<file path="config.mk">
export PLATFORM = sky130hd
export DESIGN_NAME = priority_ready_queue_scheduler_core
export DESIGN_NICKNAME = d
export VERILOG_FILES = /design/src/sv/prqs_pkg.sv /design/src/sv/priority_ready_queue_scheduler_core.sv
export SDC_FILE = /design/constraint.sdc
export NUM_CORES = 2
export LEC_CHECK = 0
export ABC_CLOCK_PERIOD_IN_PS = 11800
export BUFFER_PORTS_ARGS = -buffer_cell sky130_fd_sc_hd__buf_2
export CORE_MARGIN = 2
export CORE_UTILIZATION = 45
export DETAILED_ROUTE_END_ITERATION = 8
export PLACE_DENSITY_LB_ADDON = 0.05
export SYNTH_ARGS = -nofsm -noshare
export SYNTH_HDL_FRONTEND = slang
export SYNTH_SLANG_ARGS = --single-unit
</file>
<file path="constraint.sdc">
create_clock -name clock -period 11.8 [get_ports clock]
set_input_delay 1.18 -clock clock [delete_from_list [all_inputs] [get_ports clock]]
set_output_delay 1.18 -clock clock [all_outputs]
set_load 0.02 [all_outputs]
</file>
<file path="src/sv/prqs_pkg.sv">
// shared types and codes for the ready queue scheduler
package prqs_pkg;
   typedef enum logic [2:0] {
      OP_READY_TAIL = 3'd0,
      OP_READY_HEAD = 3'd1,
      OP_SWITCH     = 3'd2,
      OP_REMOVE     = 3'd3,
      OP_LOCK       = 3'd4,
      OP_UNLOCK     = 3'd5
   } opcode_type;

   typedef enum logic [2:0] {
      ST_OK          = 3'd0,
      ST_SWITCH_REQ  = 3'd1,
      ST_PENDING     = 3'd2,
      ST_NOT_NEEDED  = 3'd3,
      ST_EMPTY       = 3'd4,
      ST_NOT_QUEUED  = 3'd5
   } status_type;

   localparam int unsigned ID_W   = 5;
   localparam int unsigned PRIO_W = 5;
   localparam logic [7:0] LOCK_MAX = 8'd255;
endpackage

</file>
<file path="src/sv/priority_ready_queue_scheduler_core.sv">
// top level of the priority ready queue scheduler
//  channel | valid     | stall     | payload
//  request | req_valid | req_stall | req_opcode req_task_id req_task_priority
//          |           |           | req_task_preemptible req_running_still_ready
//  result  | rsp_valid | rsp_stall | rsp_status rsp_running_task rsp_running_prio
//          |           |           | rsp_running_valid rsp_highest_ready_prio
//          |           |           | rsp_ready_empty
// one operation per cycle unless the result register is full and stalled: a transfer is latched
// in the input register, then the queue update and find-first-set write the result register
// the update stage stalls only when the result register is full and stalled
// synchronous active high reset clears the ready mask, queued bits, running task,
// lock count and pending flag; link and head/tail tables need no clearing
module priority_ready_queue_scheduler_core #(
   parameter int unsigned NUM_TASKS  = 32,
   parameter int unsigned NUM_LEVELS = 32
) (
   input  logic                       clock,
   input  logic                       reset,
   input  logic                       req_valid,
   output logic                       req_stall,
   input  logic [2:0]                 req_opcode,
   input  logic [prqs_pkg::ID_W-1:0]   req_task_id,
   input  logic [prqs_pkg::PRIO_W-1:0] req_task_priority,
   input  logic                       req_task_preemptible,
   input  logic                       req_running_still_ready,
   output logic                       rsp_valid,
   input  logic                       rsp_stall,
   output logic [2:0]                 rsp_status,
   output logic [prqs_pkg::ID_W-1:0]   rsp_running_task,
   output logic [prqs_pkg::PRIO_W-1:0] rsp_running_prio,
   output logic                       rsp_running_valid,
   output logic [prqs_pkg::PRIO_W-1:0] rsp_highest_ready_prio,
   output logic                       rsp_ready_empty
);
   import prqs_pkg::*;

   localparam int unsigned TW = (NUM_TASKS > 1) ? $clog2(NUM_TASKS) : 1;
   localparam int unsigned LW = (NUM_LEVELS > 1) ? $clog2(NUM_LEVELS) : 1;

   // input register
   logic                  in_valid_ff;
   logic [2:0]            in_op_ff;
   logic [ID_W-1:0]       in_id_ff;
   logic [PRIO_W-1:0]     in_prio_ff;
   logic                  in_pre_ff;
   logic                  in_still_ff;

   // scheduler state
   logic [NUM_LEVELS-1:0] ready_mask_ff, ready_mask_in;
   logic [TW-1:0]         level_head_ff [NUM_LEVELS];
   logic [TW-1:0]         level_tail_ff [NUM_LEVELS];
   logic [TW-1:0]         link_next_ff  [NUM_TASKS];
   logic [TW-1:0]         link_prev_ff  [NUM_TASKS];
   logic [LW-1:0]         task_level_ff [NUM_TASKS];
   logic [NUM_TASKS-1:0]  task_pre_ff;
   logic [NUM_TASKS-1:0]  task_queued_ff, task_queued_in;
   logic [TW-1:0]         cur_ff, cur_in;
   logic                  cur_valid_ff, cur_valid_in;
   logic [7:0]            lock_ff, lock_in;
   logic                  pending_ff, pending_in;

   // table writes, up to two link writes per operation
   logic                  hd_we, tl_we, hd2_we;
   logic [LW-1:0]         hd_a, tl_a, hd2_a;
   logic [TW-1:0]         hd_d, tl_d, hd2_d;
   logic                  nx_we, pv_we, nx2_we, pv2_we, lv_we, pre_we;
   logic [TW-1:0]         nx_a, pv_a, nx2_a, pv2_a, lv_a, pre_a;
   logic [TW-1:0]         nx_d, pv_d, nx2_d, pv2_d;
   logic [LW-1:0]         lv_d;
   logic                  pre_d;

   // result register
   logic                  out_valid_ff;
   logic [2:0]            st_ff, st_in;
   logic [ID_W-1:0]       rtask_ff;
   logic [PRIO_W-1:0]     rprio_ff;
   logic                  rvalid_ff;
   logic [PRIO_W-1:0]     hprio_ff;
   logic                  rempty_ff;

   logic work_go;
   assign work_go   = in_valid_ff && !(out_valid_ff && rsp_stall);
   assign req_stall = in_valid_ff && !work_go;

   function automatic logic [LW-1:0] ffs(input logic [NUM_LEVELS-1:0] m);
      logic [LW-1:0] r;
      r = '0;
      for (int i = NUM_LEVELS - 1; i >= 0; i--)
         if (m[i]) r = LW'(i);
      return r;
   endfunction

   always_ff @(posedge clock) begin
      if (reset) begin
         in_valid_ff <= 1'b0;
      end else if (!req_stall) begin
         in_valid_ff <= req_valid;
      end
      if (!req_stall && req_valid) begin
         in_op_ff    <= req_opcode;
         in_id_ff    <= req_task_id;
         in_prio_ff  <= req_task_priority;
         in_pre_ff   <= req_task_preemptible;
         in_still_ff <= req_running_still_ready;
      end
   end

   // combinational single-pass update
   always_comb begin
      logic [LW-1:0]         lvl, clvl, sel, ulvl;
      logic                  id_ok, atb, do_enq, do_unl;
      logic [TW-1:0]         eid, uid, uh, ut, unx, upv, id_t;
      logic [NUM_LEVELS-1:0] m1;
      logic [NUM_TASKS-1:0]  q1;
      logic                  eq_hit;

      ready_mask_in  = ready_mask_ff;
      task_queued_in = task_queued_ff;
      cur_in         = cur_ff;
      cur_valid_in   = cur_valid_ff;
      lock_in        = lock_ff;
      pending_in     = pending_ff;
      st_in          = ST_OK;
      {hd_we, tl_we, hd2_we, nx_we, pv_we, nx2_we, pv2_we, lv_we, pre_we} = '0;
      hd_a = '0; tl_a = '0; hd2_a = '0; hd_d = '0; tl_d = '0; hd2_d = '0;
      nx_a = '0; pv_a = '0; nx2_a = '0; pv2_a = '0; lv_a = '0; pre_a = '0;
      nx_d = '0; pv_d = '0; nx2_d = '0; pv2_d = '0; lv_d = '0; pre_d = 1'b0;
      sel = '0; ulvl = '0; uh = '0; ut = '0; unx = '0; upv = '0;

      lvl   = (32'(in_prio_ff) < NUM_LEVELS) ? LW'(in_prio_ff) : LW'(NUM_LEVELS - 1);
      id_ok = 32'(in_id_ff) < NUM_TASKS;
      id_t  = TW'(in_id_ff);
      clvl  = task_level_ff[cur_ff];
      do_enq = 1'b0; atb = 1'b0; eid = id_t;
      do_unl = 1'b0; uid = id_t;

      unique case (in_op_ff)
         OP_READY_TAIL, OP_READY_HEAD: begin
            if (id_ok && !task_queued_ff[id_t]) begin
               do_enq = 1'b1;
               atb    = (in_op_ff == OP_READY_HEAD);
               pre_we = 1'b1; pre_a = id_t; pre_d = in_pre_ff;
               // readying the running task itself moves it to the new level
               if (cur_valid_ff && id_t != cur_ff && clvl > lvl && task_pre_ff[cur_ff]) begin
                  if (lock_ff == 8'd0) begin
                     st_in = ST_SWITCH_REQ;
                  end else begin
                     pending_in = 1'b1;
                     st_in = ST_PENDING;
                  end
               end else begin
                  st_in = ST_NOT_NEEDED;
               end
            end
         end
         OP_SWITCH: begin
            if (in_still_ff && cur_valid_ff && !task_queued_ff[cur_ff]) begin
               do_enq = 1'b1; atb = 1'b1; eid = cur_ff; lvl = clvl;
            end
         end
         OP_REMOVE: begin
            if (id_ok && task_queued_ff[id_t]) do_unl = 1'b1;
            else st_in = ST_NOT_QUEUED;
         end
         OP_LOCK: begin
            if (cur_valid_ff && task_pre_ff[cur_ff] && lock_ff != LOCK_MAX)
               lock_in = lock_ff + 8'd1;
         end
         OP_UNLOCK: begin
            if (lock_ff != 8'd0) begin
               lock_in = lock_ff - 8'd1;
               if (lock_ff == 8'd1 && pending_ff) begin
                  pending_in = 1'b0;
                  st_in = ST_SWITCH_REQ;
               end
            end
         end
         default: ;
      endcase

      // enqueue part
      m1 = ready_mask_ff;
      q1 = task_queued_ff;
      eq_hit = 1'b0;
      if (do_enq) begin
         lv_we = 1'b1; lv_a = eid; lv_d = lvl;
         q1[eid] = 1'b1;
         if (ready_mask_ff[lvl]) begin
            if (atb) begin
               pv_we = 1'b1; pv_a = level_head_ff[lvl]; pv_d = eid;
               nx_we = 1'b1; nx_a = eid; nx_d = level_head_ff[lvl];
               hd_we = 1'b1; hd_a = lvl; hd_d = eid;
            end else begin
               nx_we = 1'b1; nx_a = level_tail_ff[lvl]; nx_d = eid;
               pv_we = 1'b1; pv_a = eid; pv_d = level_tail_ff[lvl];
               tl_we = 1'b1; tl_a = lvl; tl_d = eid;
            end
         end else begin
            hd_we = 1'b1; hd_a = lvl; hd_d = eid;
            tl_we = 1'b1; tl_a = lvl; tl_d = eid;
            m1[lvl] = 1'b1;
            eq_hit = 1'b1;
         end
      end

      // switch dispatch, seeing the re-queued running task
      if (in_op_ff == OP_SWITCH) begin
         if (m1 == '0) begin
            st_in = ST_EMPTY;
         end else begin
            sel = ffs(m1);
            do_unl = 1'b1;
            // a freshly queued task at its own level is the head of that level
            if (do_enq && sel == lvl) uid = eid;
            else uid = level_head_ff[sel];
            cur_in = uid;
            cur_valid_in = 1'b1;
         end
      end

      // unlink part; a re-queued task only ever lands at a head
      ready_mask_in  = m1;
      task_queued_in = q1;
      if (do_unl) begin
         if (do_enq && uid == eid) begin
            ulvl = lvl;
            uh = eid;
            ut = eq_hit ? eid : level_tail_ff[lvl];
            unx = level_head_ff[lvl];
         end else begin
            ulvl = task_level_ff[uid];
            uh = (do_enq && ulvl == lvl) ? eid : level_head_ff[ulvl];
            ut = level_tail_ff[ulvl];
            unx = link_next_ff[uid];
         end
         upv = link_prev_ff[uid];
         if (do_enq && uid == level_head_ff[lvl] && ulvl == lvl && ready_mask_ff[lvl])
            upv = eid;
         if (uh == uid && ut == uid) begin
            ready_mask_in[ulvl] = 1'b0;
         end else if (uh == uid) begin
            hd2_we = 1'b1; hd2_a = ulvl; hd2_d = unx;
         end else if (ut == uid) begin
            tl_we = 1'b1; tl_a = ulvl; tl_d = upv;
         end else begin
            nx2_we = 1'b1; nx2_a = upv; nx2_d = unx;
            pv2_we = 1'b1; pv2_a = unx; pv2_d = upv;
         end
         task_queued_in[uid] = 1'b0;
      end
   end

   always_ff @(posedge clock) begin
      if (reset) begin
         ready_mask_ff  <= '0;
         task_queued_ff <= '0;
         cur_ff         <= '0;
         cur_valid_ff   <= 1'b0;
         lock_ff        <= '0;
         pending_ff     <= 1'b0;
      end else if (work_go) begin
         ready_mask_ff  <= ready_mask_in;
         task_queued_ff <= task_queued_in;
         cur_ff         <= cur_in;
         cur_valid_ff   <= cur_valid_in;
         lock_ff        <= lock_in;
         pending_ff     <= pending_in;
      end
   end

   always_ff @(posedge clock) begin
      if (work_go) begin
         if (hd_we)  level_head_ff[hd_a]  <= hd_d;
         if (hd2_we) level_head_ff[hd2_a] <= hd2_d;
         if (tl_we)  level_tail_ff[tl_a]  <= tl_d;
         if (nx_we)  link_next_ff[nx_a]   <= nx_d;
         if (nx2_we) link_next_ff[nx2_a]  <= nx2_d;
         if (pv_we)  link_prev_ff[pv_a]   <= pv_d;
         if (pv2_we) link_prev_ff[pv2_a]  <= pv2_d;
         if (lv_we)  task_level_ff[lv_a]  <= lv_d;
         if (pre_we) task_pre_ff[pre_a]   <= pre_d;
      end
   end

   always_ff @(posedge clock) begin
      if (reset) begin
         out_valid_ff <= 1'b0;
      end else if (work_go) begin
         out_valid_ff <= 1'b1;
      end else if (!rsp_stall) begin
         out_valid_ff <= 1'b0;
      end
      if (work_go) begin
         st_ff     <= st_in;
         rtask_ff  <= ID_W'(cur_in);
         rvalid_ff <= cur_valid_in;
         // level of the running task as it stands after this operation
         rprio_ff  <= cur_valid_in ?
                      PRIO_W'((lv_we && lv_a == cur_in) ? lv_d
                                                        : task_level_ff[cur_in]) : '0;
         hprio_ff  <= PRIO_W'(ffs(ready_mask_in));
         rempty_ff <= (ready_mask_in == '0);
      end
   end

   assign rsp_valid              = out_valid_ff;
   assign rsp_status             = st_ff;
   assign rsp_running_task       = rtask_ff;
   assign rsp_running_prio       = rprio_ff;
   assign rsp_running_valid      = rvalid_ff;
   assign rsp_highest_ready_prio = hprio_ff;
   assign rsp_ready_empty        = rempty_ff;
endmodule

</file>
# Word level (Yosys, flattened, before mapping)
# Memories as Yosys holds them, arrays and structs flattened. A register that Yosys moved wholly into a read port is not among the register bits.
# Index checks and enable logic that the tools add are counted.
[word_totals]
memories = 5
input_bits = 19
ram_bits = 800
regBits = 143
word_cells = 344
[mem_list]
columns = ["name", "depth", "width", "read_ports", "rd_ports_with_merged_regs", "write_ports", "line_no", "source"]
rows = [
  ["level_head_ff", 32, 5, 3, 0, 2, "priority_ready_queue_scheduler_core.sv:50", "logic [TW-1:0] level_head_ff [NUM_LEVELS];"],
  ["level_tail_ff", 32, 5, 2, 0, 1, "priority_ready_queue_scheduler_core.sv:51", "logic [TW-1:0] level_tail_ff [NUM_LEVELS];"],
  ["link_next_ff", 32, 5, 1, 0, 2, "priority_ready_queue_scheduler_core.sv:52", "logic [TW-1:0] link_next_ff [NUM_TASKS];"],
  ["link_prev_ff", 32, 5, 1, 0, 2, "priority_ready_queue_scheduler_core.sv:53", "logic [TW-1:0] link_prev_ff [NUM_TASKS];"],
  ["task_level_ff", 32, 5, 3, 2, 1, "priority_ready_queue_scheduler_core.sv:54", "logic [LW-1:0] task_level_ff [NUM_TASKS];"],
]
[classes]
n_mux = 229
n_eq_ne = 22
n_addsub = 2
reduce_logical = 44
order_cmp = 13
n_bitwise = 6
[op_table]
columns = ["operator", "n"]
rows = [
  ["$mux 5", 115],
  ["$mux 32", 6],
  ["$mux 1", 71],
  ["$and 32x32->32", 2],
  ["$logic_not 32->1", 2],
  ["$not 32->32", 2],
  ["$or 32x32->32", 2],
  ["$lt 5x6->1 const B", 7],
  ["$eq 5x5->1", 7],
  ["$bwmux 32", 1],
  ["$mux 4", 8],
  ["$mux 3", 9],
  ["$demux 1 s5", 5],
  ["$ge 5x1->1 const B", 5],
  ["$logic_and 1x1->1", 24],
  ["$bmux 1 s5", 4],
  ["$mux 8", 2],
  ["$pmux 8 s2", 1],
  ["$reduce_or 16->1", 1],
  ["$ne 2x2->1 const B", 6],
  ["$pmux 3 s3", 1],
  ["$add 8x1->8 const B", 1],
  ["$eq 8x1->1 const B", 1],
  ["$logic_not 8->1", 1],
  ["other kinds (20)", 32],
]

# Logic depth before layout (Yosys ltp)
[depth]
ltp_word = 95
depth_mapped = 50

# Worst setup path before layout
# Ideal clock, no wire load.
[synth_path]
path_type = "register -> register"
from = "register cur_ff[0]"
to = "memory level_tail_ff[0][0] (netlist name), data pin"
arrival_time_ns = 9.774
path_stages_with_launch = 39
period_less_slack_ns = 10.228
required_ns = 11.346
setup_slack_ns = 1.572
path_cell_list = "dfxtp_1 mux4_2 a311o_1 a31o_1 buf_6 a211o_1 nand2_1 mux4_2 a22oi_4 and4_4 buf_6 buf_6 a211oi_1 nor3b_1 o21ai_2 a21o_1 buf_6 a211oi_1 (+3 left out) buf_4 nand2_2 buf_6 mux4_2 o221ai_2 or2_1 buf_6 buf_2 mux2_2 a221oi_1 o2111ai_1 xnor2_1 o2bb2ai_1 nor3b_2 nand3_1 clkbuf_1 clkbuf_1 o21ai_0"
[synth_via]
elab_chain_cells = 64
[synth_lines]
columns = ["element", "line_no", "source"]
rows = [
  ["start: declaration", "priority_ready_queue_scheduler_core.sv:57", "logic [TW-1:0] cur_ff, cur_in;"],
  ["start signal: assignment", "priority_ready_queue_scheduler_core.sv:264", "cur_ff <= cur_in;"],
  ["branches (longest 63 deep; another with $lt 5x6->1)", "n/a", ""],
  ["$mux 5 *", "priority_ready_queue_scheduler_core.sv:224", "if (do_unl) begin"],
  ["via tl_d[0]", "priority_ready_queue_scheduler_core.sv:65", "logic [TW-1:0] hd_d, tl_d, hd2_d;"],
  ["end: declaration", "priority_ready_queue_scheduler_core.sv:51", ""],
]
# Mark *: on every way through the listed nets, which the timed path passes. The select of a mux whose other input is x is not followed.

==> results.md <==
* Seq/Total Area, Yosys at 0.479
* Post-Synthesis Cell Area at 0.0579 mm2
* Initial Util at 0.454
* Ys flop type: edfxtp_1
* Post-synth EDFFs at a little under 900
* Synth top area share at 0.449
* Critical Path RT at 12300 ps
* MaxCap Viol Count at 0
* Syn Inst Count at ~5700
* RSZ-0062 raised after global routing: true
* Place WS at -584 ps
* I/O Buffers at 40
* Critical path class: flip-flop to flip-flop
* Area contributors post-synth: edfxtp_1 (45%), mux2i_1 (9.4%), nand2_1 (7.3%)
* Clock Skew at around 56 ps
* TritonCTS clock tree: yes
* Post-Route Utilization at 0.533
* Period Utilization, post-route at 0.988
* Final setup margin at 141 ps
* Buf/Inv on CP at 6
* CP endpoint kind: flip-flop
* Worst-Skew Late Latency at about 760 ps
* Synthesized area per cell at 10.1 um2
* Via count at 51084
* Tot Pwr at 8780 uW
* Post-synthesis compound-gate area fraction at 0.127
* Die H at around 360 um
* Area delta synth->final at 17.4%
* Maximum VDD drop at ~0.12 mV
* Die width at approximately 360 um
* TritonCTS Sinks at 953
* H-Tree Depth at 3
* Rows at roughly 130
* Routed wire length per instance at 32.0 um
* M1 wire length at slightly above 100000 um
* Worst Hold Class: flip-flop to flip-flop
* Residual DRC at 0
* Count of cell types in the netlist at approximately 120
* CP dominant cell by count: buf_4
* WHS at between 400 and 500 ps
* Top Metal Used: met5
* Synth area leader: edfxtp_1
* Net Count, Synth at 5744
* First-pass GRT wire length at between 300000 and 400000 um
* TritonCTS buffer count at about 110
* Total grt overflow at 0
* Synth async-reset ratio at 0
* Worst path slowest cell: mux4_2
* Leak pwr at between 0.02 and 0.03 uW
* Worst rel slew slack at 0.124
* Inserted Diodes at 0
* DRT antenna net count at 0
* Fin crit period at roughly 12000 ps
* Final setup fails at 0
* F_max at ~0.086 GHz
* Gr usage total at 0.371
* DP Wirelength at around 180000 um
* Synthesized-area fraction occupied by adder cells at 0.00173
* Initial antenna violation count at 4
* Worst Setup Start Kind: flip-flop
* Routed vias/inst at ~6.5
* Largest family of logic cells by synthesized area: simple AND/OR/NAND/NOR gates
* DRT Pass-1 Iters at 8
* Max clock buf depth at 3
* XOR/XNOR Fraction of Synth Area at 0.00633
* Largest net degree at the start of global routing at 153
* Met3 routed wirelength at roughly 22000 um
* Power density over the cells at 129 mW/mm2
* Final Max Slew Viols at 0
* CTS root buf: clkbuf_16
* Core area at around 0.13 mm2
* CTS clk-pin slew, worst paths at approximately 60 ps
* FF-to-FF setup slack at between 100 and 150 ps
* Routability cong. at ~1.1
* CP arrival at ~12000 ps
* # hold bufs at CTS at 0
* YS warnings at 0
* Family with the most delay on the worst path: compound AO/OA/AOI/OAI gates
* Mux contribution to synthesized area at 0.170
* Initial DRC Count at 7104
* CP peak stage delay at 630 ps
* Die area at about 0.13 mm2
* Worst slew pin tran at 1310 ps
* Synth Area in Simple Gates at 0.173
* Routed WL at 250000 um
* Worst-path fanout max at 15
* Yosys reg bits at approximately 950
* Number of global-route vias before repair at approximately 50000
* Met2 WL post-DR at around 110000 um
* I/O Pins at a little over 40
* Share of cells above drive strength 1 at 0.217
* Fin nets at just over 6000
* Final Hold Fails at 0
* Outcome: complete, no violations
==> placed cells by master, fill, tap and decap left out, types with 18 or more instances in the layout <==
cell	instances
o22ai_1	73
a311oi_1	41
mux2_2	236
xnor2_1	32
nor2_1	324
inv_1	61
nand4_1	52
clkinv_1	18
mux4_2	60
a22oi_1	38
buf_4	592
o21ai_1	19
nand3_1	284
nor2b_1	27
clkinv_2	23
and2_1	38
dfxtp_1	84
nor3_1	61
nand2_1	1116
o211ai_1	59
clkbuf_16	109
mux2_1	36
a211oi_1	73
clkbuf_1	19
and3_1	134
o21ai_0	155
edfxtp_1	867
a31oi_1	139
buf_2	39
a21oi_1	197
nor4_1	22
buf_12	63
or4_1	19
mux2i_1	537
a311o_1	29
==> path summary, 6_finish.rpt <==
check                                                     start                               to  cells after the start
worst max register to register           cur_ff[0]$_SDFFE_PP0P_     link_prev_ff[5][3]$_DFFE_PP_                     38
worst max-delay path                     cur_ff[0]$_SDFFE_PP0P_     link_prev_ff[5][3]$_DFFE_PP_                     38
worst min-delay path            task_queued_ff[20]$_SDFFE_PP0P_  task_queued_ff[20]$_SDFFE_PP0P_                      2
worst min register to register  task_queued_ff[20]$_SDFFE_PP0P_  task_queued_ff[20]$_SDFFE_PP0P_                      2
==> flip-flops by register name (all words and copies together), names as in the netlist, 5 cells and up, named ones only <==
name	count
level_head_ff	160
level_tail_ff	160
link_next_ff	160
link_prev_ff	160
task_level_ff	160
ready_mask_ff	32
task_pre_ff	32
task_queued_ff	32
lock_ff	8
cur_ff	5
in_id_ff	5
in_prio_ff	5
rsp_highest_ready_prio	5
rsp_running_prio	5
rsp_running_task	5
==> per-layer routing <==
| layer | global-route usage | vias up |
|---|---|---|
| met1 | 0.514 | 25497 |
| met2 | 0.577 | 2919 |
| met5 | 0 | - |
| met4 | 0.161 | 2 |
| met3 | 0.0580 | 554 |
| li1 | - | 22112 |
==> worst reg2reg max path: cells and delay by family (launching register included) <==
kind | cells | cell delay, ps
compound gates | 13 | 4120
xor+xnor | 1 | 160
buf+inv | 6 | 1030
flops | 1 | 370
mux | 5 | 2340
simple gates | 13 | 3410
==> cells by family (layout without fill, tap and decap cells) <==
group / count (synthesis) / in the layout
and+or+nand+nor: 2225 / 2227
DFF: 953 / 953
buffers and inverters: 539 / 969
muxes: 875 / 875
xor gates and xnor gates: 41 / 41
adders and majority gates: 8 / 8
AOI/OAI and AO/OA: 1076 / 1076
==> layout make-up <==
cell class                 instances  area [um2]
timing repair buffer             699        5990
clock inverter                    66         748
inverter                          68         255
multi-input combinational       4227       28300
sequential                       953       27800
clock buffer                     136        2900
tap                             1662        2080
fill                           11538       59700
==> where the power goes <==
part	switching, uW	total (uW)	leakage (uW)	internal (uW)
clock network	1490	3520	0.00180	2030
registers	10.9	3680	0.00903	3670
logic	1040	1590	0.0152	547
==> synthesized netlist by cell type (60+ instances only) <==
cell	n
a211oi_1	77
a21oi_1	201
a31oi_1	139
and3_1	134
buf_2	69
clkbuf_1	301
dfxtp_1	86
edfxtp_1	867
inv_1	61
mux2_2	236
mux2i_1	542
mux4_2	60
nand2_1	1124
nand3_1	284
nor2_1	333
nor3_1	64
o21ai_0	162
o22ai_1	75
==> per-stage QoR <==
step	cell area [um2]	TNS [ps]	cells
finish	68000	0	7811
global route	68000	0	7811
CTS	67700	0	7801
detailed placement	64000	-308000	7595
global placement	64000	-241370	7595
floorplan	57900	0	5717
==> repair_timing <==
item,4_1_cts,5_1_grt
cloned,0,3
endpoints found under the setup margin,1047,1086
pin swaps,2,6
gates resized for setup,8,45
setup buffers,4,7
Power figures use the tool's default switching activity.
